$ cat src/sv/bfhp_pkg.sv
// Bit-field header packer: shared types and constants.
// No dependencies; imported by every module of the block.
package bfhp_pkg;

	localparam int MAX_FIELD_BITS = 64;
	localparam int BYTE_W         = 8;
	localparam int LEN_W          = 7;
	localparam int CHAN_W         = 16;
	localparam int CNT_W          = 3;

	// request to the shared shifter
	typedef struct packed {
		logic [MAX_FIELD_BITS-1:0] data;
		logic [LEN_W-1:0]          amt;
	} shift_req_t;

	// one result byte on its way to the output register
	typedef struct packed {
		logic              push;
		logic [BYTE_W-1:0] data;
		logic              last;
	} res_t;

endpackage

$ cat src/sv/bit_field_header_packer.sv
// Top level of the bit-field header packer: sequencer, channel register.
// Depends on bfhp_pkg, bfhp_shift and bfhp_obuf.
//
// channel  signals                                    dir  transaction
// input    in_valid/in_ready, field_value,            in   one field
//          field_length, last_field
// output   out_valid/out_ready, out_byte, last_byte   out  one header byte
// config   cfg_we, cfg_wdata                          in   channel number
//
// A field is accepted and aligned in idle; the first field of a packet then
// sends the two channel bytes, then the packed bytes go out one per cycle through
// the shared shifter, with a closing step when the field packs no byte or
// leaves a partial byte pending; out_ready low stalls the sequencer.
// Reset clears the channel number, the partial byte and the packet state.
// in_ready is high in idle even while the last byte waits in the output stage.
module bit_field_header_packer (
	input  logic                                clk,
	input  logic                                arst_n,
	input  logic                                in_valid,
	output logic                                in_ready,
	input  logic [bfhp_pkg::MAX_FIELD_BITS-1:0] field_value,
	input  logic [bfhp_pkg::LEN_W-1:0]          field_length,
	input  logic                                last_field,
	output logic                                out_valid,
	input  logic                                out_ready,
	output logic [bfhp_pkg::BYTE_W-1:0]         out_byte,
	output logic                                last_byte,
	input  logic                                cfg_we,
	input  logic [bfhp_pkg::CHAN_W-1:0]         cfg_wdata
);
	import bfhp_pkg::*;

	typedef enum logic [1:0] {
		ST_IDLE,
		ST_CH_LO,
		ST_CH_HI,
		ST_EMIT
	} state_t;

	state_t                    state_q;
	logic [MAX_FIELD_BITS-1:0] fld_q;
	logic [LEN_W-1:0]          rem_q;
	logic [CNT_W-1:0]          cnt_q;
	logic [BYTE_W-1:0]         acc_q;
	logic                      open_q;
	logic                      last_q;
	logic [CHAN_W-1:0]         channel_q;

	logic [LEN_W-1:0]          sat_len;
	logic [LEN_W-1:0]          total;
	logic [LEN_W-1:0]          take;
	logic [BYTE_W-1:0]         byte_c;
	logic                      want_emit;
	logic                      space;
	logic                      accept;
	shift_req_t                sreq;
	logic [MAX_FIELD_BITS-1:0] shifted;
	res_t                      res;

	assign in_ready = (state_q == ST_IDLE);
	assign accept   = in_valid && in_ready;

	assign sat_len   = (field_length > LEN_W'(MAX_FIELD_BITS)) ?
	                   LEN_W'(MAX_FIELD_BITS) : field_length;
	assign total     = LEN_W'(cnt_q) + rem_q;
	assign take      = LEN_W'(BYTE_W) - LEN_W'(cnt_q);
	assign byte_c    = acc_q | (fld_q[MAX_FIELD_BITS-1 -: BYTE_W] >> cnt_q);
	assign want_emit = (total >= LEN_W'(BYTE_W)) || (last_q && (total != '0));

	always_comb begin
		if (state_q == ST_IDLE) begin
			sreq.data = field_value;
			sreq.amt  = LEN_W'(MAX_FIELD_BITS) - sat_len;
		end else begin
			sreq.data = fld_q;
			sreq.amt  = take;
		end
	end

	bfhp_shift u_shift (
		.req    (sreq),
		.result (shifted)
	);

	always_comb begin
		res = '0;
		case (state_q)
			ST_CH_LO: begin
				res.push = 1'b1;
				res.data = channel_q[BYTE_W-1:0];
			end
			ST_CH_HI: begin
				res.push = 1'b1;
				res.data = channel_q[CHAN_W-1 -: BYTE_W];
				res.last = last_q && (rem_q == '0);
			end
			ST_EMIT: begin
				res.push = want_emit;
				res.data = byte_c;
				res.last = last_q && (total <= LEN_W'(BYTE_W));
			end
			default: begin
				res = '0;
			end
		endcase
	end

	bfhp_obuf u_obuf (
		.clk       (clk),
		.arst_n    (arst_n),
		.res       (res),
		.space     (space),
		.out_valid (out_valid),
		.out_ready (out_ready),
		.out_byte  (out_byte),
		.last_byte (last_byte)
	);

	always_ff @(posedge clk or negedge arst_n) begin
		if (!arst_n) begin
			channel_q <= '0;
		end else if (cfg_we) begin
			channel_q <= cfg_wdata;
		end
	end

	always_ff @(posedge clk or negedge arst_n) begin
		if (!arst_n) begin
			state_q <= ST_IDLE;
			fld_q   <= '0;
			rem_q   <= '0;
			cnt_q   <= '0;
			acc_q   <= '0;
			open_q  <= 1'b0;
			last_q  <= 1'b0;
		end else begin
			case (state_q)
				ST_IDLE: begin
					if (accept) begin
						fld_q   <= shifted;
						rem_q   <= sat_len;
						last_q  <= last_field;
						state_q <= open_q ? ST_EMIT : ST_CH_LO;
					end
				end
				ST_CH_LO: begin
					if (space) begin
						open_q  <= 1'b1;
						state_q <= ST_CH_HI;
					end
				end
				ST_CH_HI: begin
					if (space) begin
						state_q <= ST_EMIT;
					end
				end
				ST_EMIT: begin
					if (!want_emit) begin
						// partial byte stays pending, or an empty last field closes
						rem_q   <= '0;
						state_q <= ST_IDLE;
						if (last_q) begin
							cnt_q  <= '0;
							acc_q  <= '0;
							open_q <= 1'b0;
						end else begin
							cnt_q <= total[CNT_W-1:0];
							acc_q <= byte_c;
						end
					end else if (space) begin
						cnt_q <= '0;
						acc_q <= '0;
						fld_q <= shifted;
						if (total > LEN_W'(BYTE_W)) begin
							rem_q <= rem_q - take;
						end else begin
							rem_q   <= '0;
							state_q <= ST_IDLE;
							if (last_q) begin
								open_q <= 1'b0;
							end
						end
					end
				end
				default: begin
					state_q <= ST_IDLE;
				end
			endcase
		end
	end

	a_first_field_sends_channel: assert property (@(posedge clk) disable iff (!arst_n)
		accept && !open_q |=> state_q == ST_CH_LO)
		else $error("first field of a packet did not start with the channel bytes");

	a_closed_has_no_pending: assert property (@(posedge clk) disable iff (!arst_n)
		!open_q |-> (cnt_q == '0) && (acc_q == '0))
		else $error("pending bits held while no packet is open");

	a_rem_in_range: assert property (@(posedge clk) disable iff (!arst_n)
		rem_q <= LEN_W'(MAX_FIELD_BITS))
		else $error("remaining field bits out of range");

	a_last_closes_packet: assert property (@(posedge clk) disable iff (!arst_n)
		state_q == ST_EMIT && res.push && res.last && space |=>
		state_q == ST_IDLE && !open_q)
		else $error("packet still open after its last byte");

endmodule

$ cat src/sv/bfhp_shift.sv
// Shared left shifter: aligns a new field and consumes bytes from it.
// Depends on bfhp_pkg.
module bfhp_shift (
	input  bfhp_pkg::shift_req_t                    req,
	output logic [bfhp_pkg::MAX_FIELD_BITS-1:0]     result
);
	import bfhp_pkg::*;

	// shift amounts of MAX_FIELD_BITS and above give zero
	always_comb begin
		if (req.amt >= LEN_W'(MAX_FIELD_BITS)) begin
			result = '0;
		end else begin
			result = req.data << req.amt;
		end
	end

endmodule

$ cat src/sv/bfhp_obuf.sv
// Output register for the byte channel; it stalls the sequencer only while full and out_ready is low.
// Depends on bfhp_pkg.
module bfhp_obuf (
	input  logic                         clk,
	input  logic                         arst_n,
	input  bfhp_pkg::res_t               res,
	output logic                         space,
	output logic                         out_valid,
	input  logic                         out_ready,
	output logic [bfhp_pkg::BYTE_W-1:0]  out_byte,
	output logic                         last_byte
);
	import bfhp_pkg::*;

	logic              valid_q;
	logic [BYTE_W-1:0] byte_q;
	logic              last_q;

	assign space     = !valid_q || out_ready;
	assign out_valid = valid_q;
	assign out_byte  = byte_q;
	assign last_byte = last_q;

	always_ff @(posedge clk or negedge arst_n) begin
		if (!arst_n) begin
			valid_q <= 1'b0;
		end else if (space) begin
			valid_q <= res.push;
		end
	end

	always_ff @(posedge clk) begin
		if (space && res.push) begin
			byte_q <= res.data;
			last_q <= res.last;
		end
	end

endmodule
$ cat config.mk
export PLATFORM = sky130hd
export DESIGN_NAME = bit_field_header_packer
export DESIGN_NICKNAME = d
export VERILOG_FILES = /design/src/sv/bfhp_pkg.sv /design/src/sv/bit_field_header_packer.sv /design/src/sv/bfhp_shift.sv /design/src/sv/bfhp_obuf.sv
export SDC_FILE = /design/constraint.sdc
export NUM_CORES = 1
export LEC_CHECK = 0
export BUFFER_PORTS_ARGS = -buffer_cell sky130_fd_sc_hd__buf_2
export CELL_PAD_IN_SITES_DETAIL_PLACEMENT = 0
export CELL_PAD_IN_SITES_GLOBAL_PLACEMENT = 1
export CORE_MARGIN = 2
export CORE_UTILIZATION = 45
export CTS_CLUSTER_DIAMETER = 30
export DETAILED_ROUTE_END_ITERATION = 8
export PLACE_DENSITY = 0.9
export SETUP_SLACK_MARGIN = 0.4
export SLEW_MARGIN = 20
export SYNTH_ARGS = -nofsm -noshare
export SYNTH_HDL_FRONTEND = slang
export SYNTH_SLANG_ARGS = --single-unit
$ cat constraint.sdc
create_clock -name clk -period 5.5 [get_ports clk]
set_input_delay 0.55 -clock clk [delete_from_list [all_inputs] [get_ports clk]]
set_output_delay 0.55 -clock clk [all_outputs]
set_load 0.01 [all_outputs]
=== After elaboration in Yosys (flattened, before gate mapping) ===
Index checks and enable logic that the tools add are counted.

* Equality and inequality tests: 11
* Shift operators: 2
* Magnitude comparators: 5
* Bitwise gates (word level): 1
* Add/subtract/negate cells: 4
* Muxes and demuxes: 34
* Reduce and logical (&&, ||, !) cells: 19

{| class="wikitable"
|+ Operator list
! operator !! number
|-
| 64-bit 2-to-1 mux || 4
|-
| 64-bit case mux with 2 select lines || 1
|-
| 71-bit 2-to-1 mux || 1
|-
| 64-bit by 7-bit << shifter with 64-bit output || 1
|-
| 7-bit 2-to-1 mux || 5
|-
| 9-bit case mux with 3 select lines || 1
|-
| 8-bit 2-to-1 mux || 3
|-
| 2-bit 2-to-1 mux || 7
|-
| 7-bit case mux with 2 select lines || 1
|-
| 2-bit by 1-bit != test with 1-bit output (second input constant) || 5
|-
| 3-bit 2-to-1 mux || 3
|-
| 8-bit OR || 1
|-
| 2-bit case mux with 4 select lines || 1
|-
| 4-bit AND reduction || 2
|-
| 8-bit by 3-bit >> shifter with 8-bit output || 1
|-
| 3-bit by 7-bit adder with 7-bit output || 1
|-
| 7-bit by 4-bit >= comparator with 1-bit output (second input constant) || 1
|-
| 7-bit >= comparator (second input constant) || 1
|-
| 7-bit by 4-bit > comparator with 1-bit output (second input constant) || 1
|-
| 7-bit > comparator (second input constant) || 1
|-
| 7-bit by 4-bit <= comparator with 1-bit output (second input constant) || 1
|-
| 7-bit zero test || 1
|-
| 7-bit nonzero test || 1
|-
| 7-bit subtractor || 1
|-
| other kinds (17) || 30
|}

* Output and inout port bits: 11
* Register bits: 112

=== Longest topological paths before layout ===
* Word-level depth: 9
* Gate-level depth with buffers: 17
* Gate-level depth less buffers: 11

=== Modules after synthesis ===
From an unflattened synthesis, not the netlist that was laid out.

* Cell total of the unflattened synthesis: 1,033
* Area total of the unflattened synthesis: 11,010.6 µm²

{| class="wikitable"
|+ By module, submodules not included
! module !! seq. area each (µm²) !! cells an instance !! area an instance (µm²) !! times used
|-
| bit_field_header_packer || 2,552.4 || 492 || 5,838.1 || 1
|-
| bfhp_shift || 0.0 || 528 || 4,848.4 || 1
|-
| bfhp_obuf || 295.3 || 13 || 324.1 || 1
|}

=== Worst setup path after synthesis ===
Ideal clock, no wire load.

* Path kind: reg2reg
* From: register cnt_q[0]
* To: register fld_q[33]
* Data arrival time: 3.702 ns
* Buffers on the path: 7
* Slack: 1.672 ns
* Cell stages (with the launch flop): 17
* Required time: 5.374 ns
* Cell sequence: dfrtp_1 -> buf_4 -> buf_2 -> buf_2 -> buf_2 -> inv_1 -> ha_1 -> buf_2 -> buf_2 -> buf_2 -> mux2i_1 -> mux2i_1 -> mux2_2 -> nor2_1 -> a2bb2oi_1 -> mux2i_1 -> a221o_1

* Word-level cells in the longest chain between the ends: 7

{| class="wikitable"
|+ RTL lines
! item !! RTL line !! RTL
|-
| start, declared || bit_field_header_packer.sv:43 || <nowiki>logic [CNT_W-1:0] cnt_q;</nowiki>
|-
| start signal, assigned || bit_field_header_packer.sv:167 || <nowiki>cnt_q <= total[CNT_W-1:0];</nowiki>
|-
| 4-bit by 3-bit subtractor with 5-bit output || bit_field_header_packer.sv:66 || <nowiki>assign take = LEN_W'(BYTE_W) - LEN_W'(cnt_q);</nowiki>
|-
| 71-bit 2-to-1 mux || bit_field_header_packer.sv:71 || <nowiki>if (state_q == ST_IDLE) begin</nowiki>
|-
| 64-bit by 7-bit << shifter with 64-bit output / 7-bit >= comparator (equally long branches) || bfhp_shift.sv:14, bfhp_shift.sv:11 ||
|-
| 64-bit 2-to-1 mux || bfhp_shift.sv:11 || <nowiki>if (req.amt >= LEN_W'(MAX_FIELD_BITS)) begin</nowiki>
|-
| 64-bit 2-to-1 mux || bit_field_header_packer.sv:170 || <nowiki>end else if (space) begin</nowiki>
|-
| 64-bit 2-to-1 mux || bit_field_header_packer.sv:158 || <nowiki>if (!want_emit) begin</nowiki>
|-
| 64-bit case mux with 2 select lines || bit_field_header_packer.sv:137 || <nowiki>case (state_q)</nowiki>
|-
| end signal, assigned || bit_field_header_packer.sv:140 || <nowiki>fld_q <= shifted;</nowiki>
|-
| end signal, assigned || bit_field_header_packer.sv:173 || <nowiki>fld_q <= shifted;</nowiki>
|-
| end, declared || bit_field_header_packer.sv:41 || <nowiki>logic [MAX_FIELD_BITS-1:0] fld_q;</nowiki>
|}

Several ways; a longest one is shown, not always the timed one. The select of a mux whose other input is x is not followed.
A chain may end at the register's enable or synchronous reset.

=== Final worst setup path ===
* From: register cnt_q[1]
* To: register fld_q[56]

Same word-level chain as after synthesis.

==> flow_metrics.py <==
metrics = {
    "outcome": {
        "status": "complete, no violations",
    },
    "setup_path": {
        "crit_path_top_delay_cell": "ha_2",
        "critPathArrivalTime_ns": 4.55,
        "reg2regPathDepth": 11,
        "critPathMaxStageDelay_ns": 0.74,
        "cp_num_buf_inv": 3,
        "crit_fanout": 22,
        "r2r_setup_slack_ns": 1.21,
        "crit_chain": "inv_1 -> ha_2 -> buf_4 -> inv_1 -> a2bb2oi_1 -> nor2_1 -> nand2_1 -> o21ai_0 -> a22o_1 -> mux2_4 -> a221o_1",
        "path_depth": 11,
        "worstSetupPathType": "reg -> reg",
        "worst_path_dominant_cell_family": "compound AO/OA/AOI/OAI gates",
        "startpoint": "cnt_q[1]",
        "end_kind": "register",
        "critPathRequiredTime_ns": 5.76,
        "reg2reg_from": "cnt_q[1]",
        "endpoint": "fld_q[56]",
        "cp_common_cell": "inv_1",
        "worstSetupStartpointType": "register",
        "r2r-end": "fld_q[56]",
    },
    "timing": {
        "hold_viol": 0,
        "fin_crit_ns": 4.29,
        "fin_tns_setup_ns": 0,
        "relSlewSlack_pct": 33.1,
        "worst_pin_slew_ns": 1.00,
        "min_period_over_period_pct": 78.0,
        "fmax_ghz": 0.233,
        "slew_viol_final": 0,
        "rsz0062_at_grt": "no",
        "report.final.setup_viol": 0,
        "fin_skew_ns": 0.0102,
    },
    "drt": {
        "dr_total_vias": 10600,
        "drt_first_iter_violations": 1413,
        "post_drt_wl_per_cell_um": 26.1,
        "ant_nets": 0,
        "route.detailed.drc": 0,
        "via_per_inst": 6.90,
        "wirelength_um": 39900,
        "first_pass_iters": 6,
    },
    "global_route": {
        "grt_pass1_wl_um": 60000,
        "grt_pass1_vias": 9991,
        "antenna_found_initial": 1,
        "track_usage_pct": 32.5,
        "gr-total-overflow": 0,
        "grt_max_degree": 62,
    },
    "hold_path": {
        "hold_path_class": "in -> async",
    },
    "yosys": {
        "async_flop_share_pct": 92.0,
        "synth_edf_count": 9,
        "yosysWarnings": 0,
        "syn_area_um2": 10400,
        "ys.flop_type": "dfrtp_1",
        "ys_seq_area_share_pct": 27.4,
        "syn_nets": 1302,
        "syn_inst": 1194,
        "post_synth.cell_area_avg_um2": 8.71,
        "ys_seq_elements": 112,
        "synth.distinct_cells": 88,
    },
    "run": {
        "cap_violations": 0,
    },
    "final_layout": {
        "area_growth_pct": 9.37,
        "diodes": 0,
        "postLayoutCoreUtil_pct": 50.2,
        "nets": 1347,
        "layout_common_cells": "mux2i_1 (148), nand2_1 (116), dfrtp_1 (102), buf_2 (102), nor2_1 (96)",
        "layout-drive-gt1-share_pct": 20.0,
        "final_common_cell": "mux2i_1",
        "n_fill_cell": 2104,
    },
    "place": {
        "routabilityCongestion": 1.04,
        "io_buffer_count": 103,
        "dpl.hpwl_um": 29600,
    },
    "clock_tree": {
        "cts_tree": "done",
        "clk_pin_slew_worst_paths_ns": 0.08,
        "cts.sinks": 112,
        "cts_root_buffer": "clkbuf_16",
        "postCtsSetupRepairBufs": 0,
        "post_cts_resized": 0,
        "cts_max_path_buffers": 2,
        "cts_buffers": 9,
        "insertion_delay_ns": 0.37,
        "h-tree-depth": 3,
        "postCtsHoldBufs": 0,
    },
    "floorplan": {
        "io_pins": 104,
        "die_height_um": 156,
        "start_util_pct": 45.9,
        "die_w_um": 156,
        "fp.dieArea_um2": 24300,
        "rows": 55,
        "core_area_um2": 22600,
    },
}
-- state kept, by name (all words and copies together) (netlist names) --
name              cells
fld_q                64
u_obuf.out_valid      1
rem_q                 7
acc_q                 8
open_q                1
state_q               2
u_obuf.out_byte       8
cnt_q                 3
u_obuf.last_byte      1
channel_q            16
last_q                1
-- cell families (layout without fill, tap and decap cells) --
family | after synthesis | count (layout) | synth area share [%]
compound gates | 378 | 378 | 26.0
xor+xnor | 4 | 4 | 0.337
fa+ha+maj | 15 | 15 | 1.95
buf+inv | 125 | 175 | 5.61
flops | 112 | 112 | 27.4
mux | 219 | 219 | 23.0
simple gates | 341 | 341 | 15.7
-- through the flow --
step                      area, um2  hold slack (ns)  std cells  setup slack [ns]
after floorplan               10400            0.254       1194              1.67
after global placement        11100            0.465       1513              1.18
after detailed placement      11100            0.475       1513              1.18
after CTS                     11400            0.306       1529              1.37
after global routing          11400            0.332       1529              1.11
final                         11400            0.256       1529              1.21
-- per-layer routing --
layer	part of all wire, %	GRT usage (%)
met1	42	44.4
met2	42	47.6
met4	4.1	12.7
met5	0.023	0
met3	12	10.3
-- cell type report --
| cell class | count | area [um2] | share of cell area (%) |
|---|---|---|---|
| flip-flops and latches | 112 | 2850 | 25.0 |
| inverters | 23 | 86.3 | 0.759 |
| multi-input cells | 957 | 7020 | 61.7 |
| well taps | 285 | 357 | 3.13 |
| repair buffers | 136 | 766 | 6.73 |
| clock buffers | 9 | 225 | 1.98 |
| clock inverters | 7 | 68.8 | 0.605 |
-- cells in the mapped netlist (21+ instances only) --
cell | number | area [um2]
buf_2 | 46 | 230
mux2i_1 | 148 | 1480
a211oi_1 | 36 | 270
clkbuf_1 | 40 | 150
dfrtp_1 | 103 | 2580
a21oi_1 | 78 | 390
nor2b_1 | 26 | 163
o21ai_0 | 50 | 250
a221o_1 | 30 | 300
mux2_2 | 56 | 631
nor3_1 | 21 | 105
nor2_1 | 97 | 364
nand2_1 | 116 | 435
inv_1 | 21 | 78.8
-- worst min-delay path by stage --
| stage | endpoint | slack (ns) |
|---|---|---|
| floorplan | acc_q[0] | 0.25 |
| global placement | acc_q[3] | 0.47 |
| detailed placement | acc_q[2] | 0.47 |
| CTS | channel_q[13] | 0.31 |
| global route | channel_q[9] | 0.33 |
| finish | channel_q[13] | 0.26 |
Power is not shown: default switching activity piles up to over one toggle a cycle in this logic, so the estimate is an artifact.
